**src/rtl/core/mexp_pkg.sv**
```systemverilog
// Shared widths, handshake structs and sequencer states for the modular exponentiation block.
`default_nettype none
package mexp_pkg;

  // Width of every operand, residue and modulus that the datapath works on.
  localparam int WIDTH = 32;
  // Width of the external data fields.
  localparam int FIELD_W = 32;
  // Width of the bit counter of the serial multiplier.
  localparam int CNT_W = $clog2(WIDTH);

  typedef logic [WIDTH-1:0] op_t;

  // Request to the serial modular multiplier: x is the addend and must be
  // below the modulus, y is scanned one bit per cycle from its msb.
  typedef struct packed {
    logic start;
    op_t  x;
    op_t  y;
  } mul_req_t;

  typedef struct packed {
    logic done;
    op_t  product;
  } mul_rsp_t;

  // Finished result from the sequencer to the output register.
  typedef struct packed {
    logic valid;
    op_t  residue;
    logic zero_mod;
  } seq_res_t;

  typedef enum logic [2:0] {
    SEQ_IDLE,
    SEQ_REDUCE,
    SEQ_BIT,
    SEQ_MRES,
    SEQ_MSQ,
    SEQ_DONE
  } seq_state_t;

endpackage
`default_nettype wire

```
**src/rtl/core/mexp_mulmod.sv**
```systemverilog
// Bit-serial interleaved modular multiplier: one bit of y per cycle.
`default_nettype none
module mexp_mulmod (
  input  wire                  clk,
  input  wire                  rst_n,
  input  mexp_pkg::mul_req_t   req,
  input  mexp_pkg::op_t        modulus,
  output mexp_pkg::mul_rsp_t   rsp
);
  import mexp_pkg::*;

  logic             busy_r, busy_nxt;
  logic             done_r, done_nxt;
  logic [CNT_W-1:0] cnt_r, cnt_nxt;
  op_t              acc_r, acc_nxt;
  op_t              x_r, x_nxt;
  op_t              y_r, y_nxt;

  logic [WIDTH+1:0] sum;
  logic [WIDTH+1:0] mod1;
  logic [WIDTH+1:0] mod2;
  logic [WIDTH+1:0] step;

  // One step: acc = (2*acc + bit*x) mod m. The sum stays below 3m, so at
  // most two copies of the modulus come off.
  always_comb begin
    mod1 = {2'b00, modulus};
    mod2 = {1'b0, modulus, 1'b0};
    sum  = {1'b0, acc_r, 1'b0} + (y_r[WIDTH-1] ? {2'b00, x_r} : '0);
    if (sum >= mod2) begin
      step = sum - mod2;
    end else if (sum >= mod1) begin
      step = sum - mod1;
    end else begin
      step = sum;
    end
  end

  always_comb begin
    busy_nxt = busy_r;
    done_nxt = 1'b0;
    cnt_nxt  = cnt_r;
    acc_nxt  = acc_r;
    x_nxt    = x_r;
    y_nxt    = y_r;
    if (req.start) begin
      busy_nxt = 1'b1;
      cnt_nxt  = '0;
      acc_nxt  = '0;
      x_nxt    = req.x;
      y_nxt    = req.y;
    end else if (busy_r) begin
      acc_nxt = step[WIDTH-1:0];
      y_nxt   = {y_r[WIDTH-2:0], 1'b0};
      cnt_nxt = cnt_r + 1'b1;
      if (cnt_r == CNT_W'(WIDTH - 1)) begin
        busy_nxt = 1'b0;
        done_nxt = 1'b1;
      end
    end
  end

  always_ff @(posedge clk) begin
    if (!rst_n) begin
      busy_r <= 1'b0;
      done_r <= 1'b0;
      cnt_r  <= '0;
    end else begin
      busy_r <= busy_nxt;
      done_r <= done_nxt;
      cnt_r  <= cnt_nxt;
    end
  end

  always_ff @(posedge clk) begin
    acc_r <= acc_nxt;
    x_r   <= x_nxt;
    y_r   <= y_nxt;
  end

  assign rsp.done    = done_r;
  assign rsp.product = acc_r;

endmodule
`default_nettype wire

```
**src/rtl/core/mexp_seq.sv**
```systemverilog
// Square-and-multiply sequencer: walks the exponent from its lsb and drives the multiplier.
`default_nettype none
module mexp_seq (
  input  wire                  clk,
  input  wire                  rst_n,
  input  wire                  start,
  input  mexp_pkg::op_t        base,
  input  mexp_pkg::op_t        exponent,
  input  mexp_pkg::op_t        modulus,
  output logic                 idle,
  output mexp_pkg::seq_res_t   result,
  input  wire                  result_ack,
  output mexp_pkg::mul_req_t   mul_req,
  input  mexp_pkg::mul_rsp_t   mul_rsp
);
  import mexp_pkg::*;

  seq_state_t state_r, state_nxt;
  op_t        expo_r, expo_nxt;
  op_t        res_r, res_nxt;
  op_t        sq_r, sq_nxt;
  logic       err_r, err_nxt;

  logic       mod_zero;
  logic       mod_one;
  logic       expo_last;

  assign mod_zero  = (modulus == '0);
  assign mod_one   = (modulus == op_t'(1));
  // No set bit remains above the current one.
  assign expo_last = (expo_r[WIDTH-1:1] == '0);

  always_comb begin
    state_nxt = state_r;
    unique case (state_r)
      SEQ_IDLE: begin
        if (start) begin
          if (mod_zero || exponent == '0) begin
            state_nxt = SEQ_DONE;
          end else begin
            state_nxt = SEQ_REDUCE;
          end
        end
      end
      SEQ_REDUCE: begin
        if (mul_rsp.done) begin
          state_nxt = SEQ_BIT;
        end
      end
      SEQ_BIT: begin
        state_nxt = expo_r[0] ? SEQ_MRES : SEQ_MSQ;
      end
      SEQ_MRES: begin
        if (mul_rsp.done) begin
          state_nxt = expo_last ? SEQ_DONE : SEQ_MSQ;
        end
      end
      SEQ_MSQ: begin
        if (mul_rsp.done) begin
          state_nxt = SEQ_BIT;
        end
      end
      SEQ_DONE: begin
        if (result_ack) begin
          state_nxt = SEQ_IDLE;
        end
      end
      default: state_nxt = SEQ_IDLE;
    endcase
  end

  always_comb begin
    expo_nxt      = expo_r;
    res_nxt       = res_r;
    sq_nxt        = sq_r;
    err_nxt       = err_r;
    mul_req.start = 1'b0;
    mul_req.x     = sq_r;
    mul_req.y     = sq_r;
    unique case (state_r)
      SEQ_IDLE: begin
        if (start) begin
          expo_nxt = exponent;
          err_nxt  = mod_zero;
          if (mod_zero) begin
            res_nxt = '0;
          end else if (exponent == '0 || !mod_one) begin
            res_nxt = op_t'(1);
          end else begin
            res_nxt = '0;
          end
          // The base is reduced as (1 mod m) * base; the running result
          // starts at that same 1 mod m.
          mul_req.start = !mod_zero && exponent != '0;
          mul_req.x     = mod_one ? '0 : op_t'(1);
          mul_req.y     = base;
        end
      end
      SEQ_REDUCE: begin
        if (mul_rsp.done) begin
          sq_nxt = mul_rsp.product;
        end
      end
      SEQ_BIT: begin
        mul_req.start = 1'b1;
        mul_req.x     = expo_r[0] ? res_r : sq_r;
        mul_req.y     = sq_r;
      end
      SEQ_MRES: begin
        if (mul_rsp.done) begin
          res_nxt       = mul_rsp.product;
          mul_req.start = !expo_last;
        end
      end
      SEQ_MSQ: begin
        if (mul_rsp.done) begin
          sq_nxt   = mul_rsp.product;
          expo_nxt = {1'b0, expo_r[WIDTH-1:1]};
        end
      end
      SEQ_DONE: begin
      end
      default: begin
      end
    endcase
  end

  always_ff @(posedge clk) begin
    if (!rst_n) begin
      state_r <= SEQ_IDLE;
    end else begin
      state_r <= state_nxt;
    end
  end

  always_ff @(posedge clk) begin
    expo_r <= expo_nxt;
    res_r  <= res_nxt;
    sq_r   <= sq_nxt;
    err_r  <= err_nxt;
  end

  assign idle            = (state_r == SEQ_IDLE);
  assign result.valid    = (state_r == SEQ_DONE);
  assign result.residue  = res_r;
  assign result.zero_mod = err_r;

endmodule
`default_nettype wire

```
**src/rtl/core/modular_exponentiation.sv**
```systemverilog
// Modular exponentiation top level: modulus register, sequencer, multiplier, output register.
`default_nettype none
// Computes base^exponent mod modulus by right-to-left square-and-multiply on
// one bit-serial modular multiplier. The base is first reduced by one
// multiply; then each scanned exponent bit up to the highest set one takes a
// square, each set bit adds a multiply, and the square after the top bit is
// skipped. A zero exponent or a zero modulus skips the multiplier. One item is
// in flight at a time; the next is taken while the previous result waits in
// the output register. A zero modulus gives residue 0 with the error flag set;
// a zero exponent gives 1. Write the modulus only while idle.
module modular_exponentiation (
  input  wire                           clk,
  input  wire                           rst_n,
  input  wire                           in_valid,
  output logic                          in_stall,
  input  wire [mexp_pkg::FIELD_W-1:0]   in_base,
  input  wire [mexp_pkg::FIELD_W-1:0]   in_exponent,
  output logic                          out_valid,
  input  wire                           out_stall,
  output logic [mexp_pkg::FIELD_W-1:0]  out_power_residue,
  output logic                          out_zero_modulus_error,
  input  wire                           cfg_valid,
  output logic                          cfg_ready,
  input  wire [mexp_pkg::FIELD_W-1:0]   cfg_modulus
);
  import mexp_pkg::*;

  logic [FIELD_W-1:0] modulus_r, modulus_nxt;
  logic               out_valid_r, out_valid_nxt;
  logic [FIELD_W-1:0] out_res_r, out_res_nxt;
  logic               out_err_r, out_err_nxt;

  logic     seq_idle;
  logic     in_xfer;
  logic     slot_free;
  seq_res_t seq_res;
  mul_req_t mul_req;
  mul_rsp_t mul_rsp;
  op_t      mod_op;

  assign mod_op    = op_t'(modulus_r);
  assign in_stall  = !seq_idle;
  assign in_xfer   = in_valid && !in_stall;
  assign cfg_ready = seq_idle;
  // The output register can take a new result when empty or being drained.
  assign slot_free = !out_valid_r || !out_stall;

  mexp_seq u_seq (
    .clk        (clk),
    .rst_n      (rst_n),
    .start      (in_xfer),
    .base       (op_t'(in_base)),
    .exponent   (op_t'(in_exponent)),
    .modulus    (mod_op),
    .idle       (seq_idle),
    .result     (seq_res),
    .result_ack (slot_free),
    .mul_req    (mul_req),
    .mul_rsp    (mul_rsp)
  );

  mexp_mulmod u_mulmod (
    .clk     (clk),
    .rst_n   (rst_n),
    .req     (mul_req),
    .modulus (mod_op),
    .rsp     (mul_rsp)
  );

  always_comb begin
    modulus_nxt   = modulus_r;
    out_valid_nxt = out_valid_r;
    out_res_nxt   = out_res_r;
    out_err_nxt   = out_err_r;
    if (cfg_valid && cfg_ready) begin
      modulus_nxt = cfg_modulus;
    end
    if (slot_free) begin
      out_valid_nxt = seq_res.valid;
      if (seq_res.valid) begin
        out_res_nxt = FIELD_W'(seq_res.residue);
        out_err_nxt = seq_res.zero_mod;
      end
    end
  end

  always_ff @(posedge clk) begin
    if (!rst_n) begin
      modulus_r   <= FIELD_W'(1);
      out_valid_r <= 1'b0;
    end else begin
      modulus_r   <= modulus_nxt;
      out_valid_r <= out_valid_nxt;
    end
  end

  always_ff @(posedge clk) begin
    out_res_r <= out_res_nxt;
    out_err_r <= out_err_nxt;
  end

  assign out_valid              = out_valid_r;
  assign out_power_residue      = out_res_r;
  assign out_zero_modulus_error = out_err_r;

`ifndef SYNTHESIS
  // A flagged result always carries a zero residue.
  assert property (@(posedge clk) disable iff (!rst_n)
    (out_valid && out_zero_modulus_error) |-> (out_power_residue == '0))
    else $error("zero modulus result with nonzero residue");

  // Only one item is in flight: a transfer closes the input at once.
  assert property (@(posedge clk) disable iff (!rst_n)
    (in_valid && !in_stall) |=> in_stall)
    else $error("input open right after a transfer");

  // The multiplier finishes only while an item is being worked on.
  assert property (@(posedge clk) disable iff (!rst_n)
    mul_rsp.done |-> !seq_idle)
    else $error("multiplier done while sequencer idle");
`endif

endmodule
`default_nettype wire
```
**config.mk**
```make
export PLATFORM = sky130hd
export DESIGN_NAME = modular_exponentiation
export DESIGN_NICKNAME = d
export VERILOG_FILES = /design/src/rtl/core/mexp_pkg.sv /design/src/rtl/core/mexp_mulmod.sv /design/src/rtl/core/mexp_seq.sv /design/src/rtl/core/modular_exponentiation.sv
export SDC_FILE = /design/constraint.sdc
export NUM_CORES = 1
export LEC_CHECK = 0
export ABC_AREA = 1
export BUFFER_PORTS_ARGS = -buffer_cell sky130_fd_sc_hd__buf_2
export CAP_MARGIN = 20
export CORE_MARGIN = 2
export CORE_UTILIZATION = 35
export DETAILED_ROUTE_END_ITERATION = 7
export SLEW_MARGIN = 15
export SYNTH_ARGS = -nofsm -noshare
export SYNTH_HDL_FRONTEND = slang
export SYNTH_SLANG_ARGS = --single-unit
```
**constraint.sdc**
```tcl
create_clock -name clk -period 5 [get_ports clk]
set_input_delay 0.75 -clock clk [delete_from_list [all_inputs] [get_ports clk]]
set_output_delay 0.75 -clock clk [all_outputs]
set_load 0.01 [all_outputs]
```
# Yosys cells after proc, flatten, opt, wreduce, memory -nomap -nowiden
# Index checks and enable logic that the tools add are counted.
# word_totals
reg_bits,269
out_inout_bits,36
word_cells,95
input_bits,101
# op_classes
muxes,31
magnitude_cmp,2
n_eq_ne,12
reduce_logical,29
n_bitwise,2
add_sub_neg,4
# op_table
cell,count
$mux 32,11
$pmux 32 s2,2
$pmux 64 s2,1
$mux 65,1
$logic_not 32->1,2
$sub 32x32->32,2
$add 33x32->34,1
$ge 34x32->1,1
$ge 34x33->1,1
$eq 32x1->1 const B,1
$reduce_bool 32->1,1
$logic_not 31->1,1
$mux 3,6
$pmux 3 s5,1
$mux 1,8
$ne 2x1->1 const B,4
$eq 3x2->1 const B,2
$eq 3x3->1 const B,2
$logic_not 1->1,6
$reduce_and 2->1,3
$reduce_and 3->1,2
$reduce_bool 2->1,3
$add 5x1->5 const B,1
$eq 5x5->1 const B,1
other kinds (10),16

# Logic depth before layout (Yosys ltp)
# depth
ltp_word,7
mapped_depth,33
mapped_depth_nobuf,32

# Cells and area by module
# A second synthesis with hierarchy kept.
# unflattened
hier_cells,2669
area_unflattened_um2,19033.3
# modules_own_cells
module,cells_each,n_inst,area_per_inst_um2,seq_area_each_um2
mexp_mulmod,1804,1,11225.8,2702.6
mexp_seq,623,1,5450.2,2972.9
modular_exponentiation,242,1,2357.3,1651.6

# Worst setup path before layout
# No wires, ideal clock.
# synth_timing
kind,register -> register
start,register u_mulmod.y_r[31]
end,register u_mulmod.acc_r[25]
t_required_ns,4.881
path_buffers,2
setup_ns,0.119
arrival_time_ns,3.951
path_slack_ns,0.930
synth_period_minus_slack_ns,4.070
stages_incl_launch_ff,30
cell_sequence,edfxtp_1 clkbuf_1 nand2_1 inv_1 ha_1 inv_1 fa_1 o21ai_1 nand2_1 nand2_2 nand2_1 nand2_2 nand2_1 o21bai_1 xnor2_1 inv_1 ha_1 a21oi_1 nand2_1 nand2_1 nand3_1 a21oi_1 nand2_1 nand2_2 nand4_4 inv_4 buf_6 nand2_1 nand3_1 a21oi_1
# synth_between
elab_chain_len,5
word_cells_on_any_way,8
cone_classes,add/sub: 3; order compare: 2; mux: 3
# synth_lines
item,line_no,text
"start, declared",mexp_mulmod.sv:17,"op_t y_r, y_nxt;"
"start signal, assigned",mexp_mulmod.sv:78,y_r <= y_nxt;
$mux 32 (*),mexp_mulmod.sv:29,"sum = {1'b0, acc_r, 1'b0} + (y_r[WIDTH-1] ? {2'b00, x_r} : '0);"
$add 33x32->34 (*),mexp_mulmod.sv:29,
$sub 32x32->32 or $ge 34x32->1 (tied branches),"mexp_mulmod.sv:33, mexp_mulmod.sv:32",
$mux 32,mexp_mulmod.sv:32,end else if (sum >= mod1) begin
$mux 32 (*),mexp_mulmod.sv:30,if (sum >= mod2) begin
"end signal, assigned",mexp_mulmod.sv:76,acc_r <= acc_nxt;
"end, declared",mexp_mulmod.sv:15,"op_t acc_r, acc_nxt;"
# Every way passes the cells marked *; elsewhere a longest branch is shown, timed or not.
# A chain may end at the register's enable or synchronous reset.

# Worst setup path in the final report
# layout_timing
start,register u_mulmod.y_r[31]
end,register u_mulmod.acc_r[27]
# The elaborated chain is that of the path after synthesis.

==> results.sh <==
export IMPL_vias=15800
export IMPL_hold_class="flop to flop"
export IMPL_synth_edf_count=194
export IMPL_overflow=0
export IMPL_critical_path_class="flop to flop"
export IMPL_placed_cells=3079
export IMPL_final_core_util_pct=41.3
export IMPL_wire_per_inst_um=17.7
export IMPL_synth_nets=2496
export IMPL_drtIter0Drc=1078
export IMPL_fin_crit_ps=4770
export IMPL_dpl_hpwl_mm=44.4
export IMPL_ys_flop_type="edfxtp_1"
export IMPL_cts_tree="built"
export IMPL_synth_area_leaders="edfxtp_1 (33%), nand2_1 (13%), dfxtp_1 (8.6%)"
export IMPL_clock_sinks=269
export IMPL_maxSlewViolCount=0
export IMPL_status="completed"
export IMPL_grt_pass1_wl_mm=84.9
export IMPL_fin_cells=3145
export IMPL_synthCells=2295
export IMPL_synthArstFlopShare_pct=0
export IMPL_setup_viol=0
export IMPL_cp_required_ps=5510
export IMPL_synth_warnings=0
export IMPL_grt_max_degree=64
export IMPL_io_buffer_count=136
export IMPL_finalInstanceArea_um2=20200
export IMPL_routed_via_density=5.04
export IMPL_maxCapViolCount=0
export IMPL_fin_crit_sh_pct=95.4
export IMPL_placed_cell_area_um2=19100
export IMPL_grt_total_usage_pct=21.4
export IMPL_gp_congestion=0.945
export IMPL_grt_pass1_vias=15000
export IMPL_core_region_area_um2=49100
export IMPL_ant_nets=0
export IMPL_h_tree_depth=1
export IMPL_critPathMaxFanout=31
export IMPL_io_pins=137
export IMPL_syn_area_per_cell_um2=7.60
export IMPL_core_rowCount=81
export IMPL_tns_ps=0
export IMPL_ys_seq_area_share_pct=42.0
export IMPL_clock_fmax_mhz=210
export IMPL_synth_cell_types=49
export IMPL_die_area_um2=51600
export IMPL_die_w_um=227
export IMPL_die_h_um=227
export IMPL_worstPathArrival_ps=5270
export IMPL_rsz0062_at_grt="no"
export IMPL_yosysTopAreaCellShare_pct=33.4
export IMPL_max_slew_worst_pin_slew_ps=804
export IMPL_cts_buffers=31
export IMPL_first_pass_iters=5
export IMPL_yosys_register_bits=269
export IMPL_clockBufferDepth=3
export IMPL_synth_area_leader_cell="edfxtp_1"
export IMPL_end_kind="flop"
export IMPL_drive_gt1_share_pct=11.7
export IMPL_synthTopCellsByCount="nand2_1 (600), inv_1 (318), nor2_1 (208)"
export IMPL_area_growth_pct=16.1
export IMPL_cts_hold_buffers=0
export IMPL_finalHoldViolCount=0
export IMPL_start_util_pct=35.5
export IMPL_antenna_found_initial=0
export IMPL_worstSkewPairLatency_ps=570
export IMPL_root_buffer="clkbuf_16"
export IMPL_start_kind="flop"
export IMPL_clk_pin_slew_ps=60
export IMPL_fin_nets=2657
export IMPL_drc=0
export IMPL_maxSlewHeadroom_pct=45.9
export IMPL_antennaDiodeCount=0
export IMPL_synth_cell_area_um2=17400
export IMPL_wirelength_mm=55.6
export IMPL_finClkSkew_ps=9.83
export IMPL_synth_most_common_cell="nand2_1"
kinds of logic after synthesis:
group / synth area share, %
XOR/XNOR: 3.57
flip-flops: 42.0
buffers and inverters: 8.77
AO/OA/AOI/OAI: 13.9
adder cells (fa/ha/maj): 7.31
AND/OR/NAND/NOR: 24.5
metrics by stage:
step	setup WS [ps]	hold slack (ps)
finish	232	426
global route	13.5	449
CTS	114	427
detailed placement	165	414
global placement	190	405
floorplan	930	400
path summary, 6_finish.rpt:
check                                                 from                          endpoint  slack (ps)  cells past startpoint
worst max register to register  u_mulmod.y_r[31]$_DFFE_PP_   u_mulmod.acc_r[27]$_SDFFE_PP0P_         230                     27
worst max-delay path            u_mulmod.y_r[31]$_DFFE_PP_   u_mulmod.acc_r[27]$_SDFFE_PP0P_         230                     27
worst min register to register       u_seq.err_r$_DFFE_PP_  out_zero_modulus_error$_DFFE_PP_         430                      0
worst min-delay path                 u_seq.err_r$_DFFE_PP_  out_zero_modulus_error$_DFFE_PP_         430                      0
cell usage in the layout, fill, tap and decap left out, types with 6 or more instances in the layout:
cell type	instances
xnor2_1	16
buf_4	47
nor3_1	18
clkbuf_16	31
a21oi_1	192
nand3b_1	6
buf_12	6
nor2_1	207
ha_1	96
a21boi_0	7
nand4_1	26
o21ai_2	7
nand3_1	126
a31oi_1	37
edfxtp_1	194
buf_2	136
o211ai_1	6
o21bai_1	19
nand2_1	597
nor4_1	15
a21o_1	13
xor2_1	54
nand2_2	14
inv_1	318
o21ai_0	138
clkinv_1	6
clkinv_2	9
dfxtp_1	75
sequential cells by signal, summed over array words and instances, names as in the netlist:
signal                  cells
u_mulmod.cnt_r              5
u_mulmod.y_r               32
u_mulmod.done_r             1
u_seq.res_r                32
u_seq.sq_r                 32
out_power_residue          32
u_seq.err_r                 1
u_seq.expo_r               32
u_seq.state_r               3
u_mulmod.busy_r             1
out_zero_modulus_error      1
mod_op                     32
out_valid                   1
u_mulmod.x_r               32
u_mulmod.acc_r             32
worst max-delay path, cell delays in order (launching register included):
cell	delay [ps]
edfxtp_1	420
buf_12	190
nand2_1	80
inv_1	50
ha_1	360
nand2_1	120
nor2_1	130
inv_1	90
nor3_1	300
nand2_1	90
nand2_1	140
xor2_1	470
buf_4	240
ha_1	270
nand2_1	90
nand2_1	60
nand2_1	50
nand2_1	60
nand2_1	70
nand2_1	90
a21oi_1	140
nand2_1	120
nand2_2	160
nand4_4	220
buf_12	220
nand3_1	200
nand3_1	120
a21oi_1	130
layout make-up:
type                       count  area, µm²
clock inverter                24        220
inverter                     325       1220
fill                        5100      28800
tap                          664        831
multi-input combinational   1638       8660
clock buffer                  34        787
sequential                   269       7330
timing repair buffer         191       1190
timing repair:
action / in CTS / in global routing
gates resized for setup: 0 / 8
endpoints found under the setup margin: 0 / 32
setup buffers: 0 / 5
per-layer routing:
| metal | track usage (%) | share of wire [%] | vias to the layer above |
|---|---|---|---|
| li1 | - | - | 7960 |
| met1 | 30.8 | 48 | 7366 |
| met2 | 33.7 | 44 | 445 |
| met3 | 2.31 | 5.1 | 67 |
| met4 | 6.49 | 2.9 | 0 |
| met5 | 0 | 0 | - |
Power is left out: the tool's default activity adds up to more than one toggle a clock period on the data nets, which glitch-free logic cannot reach.
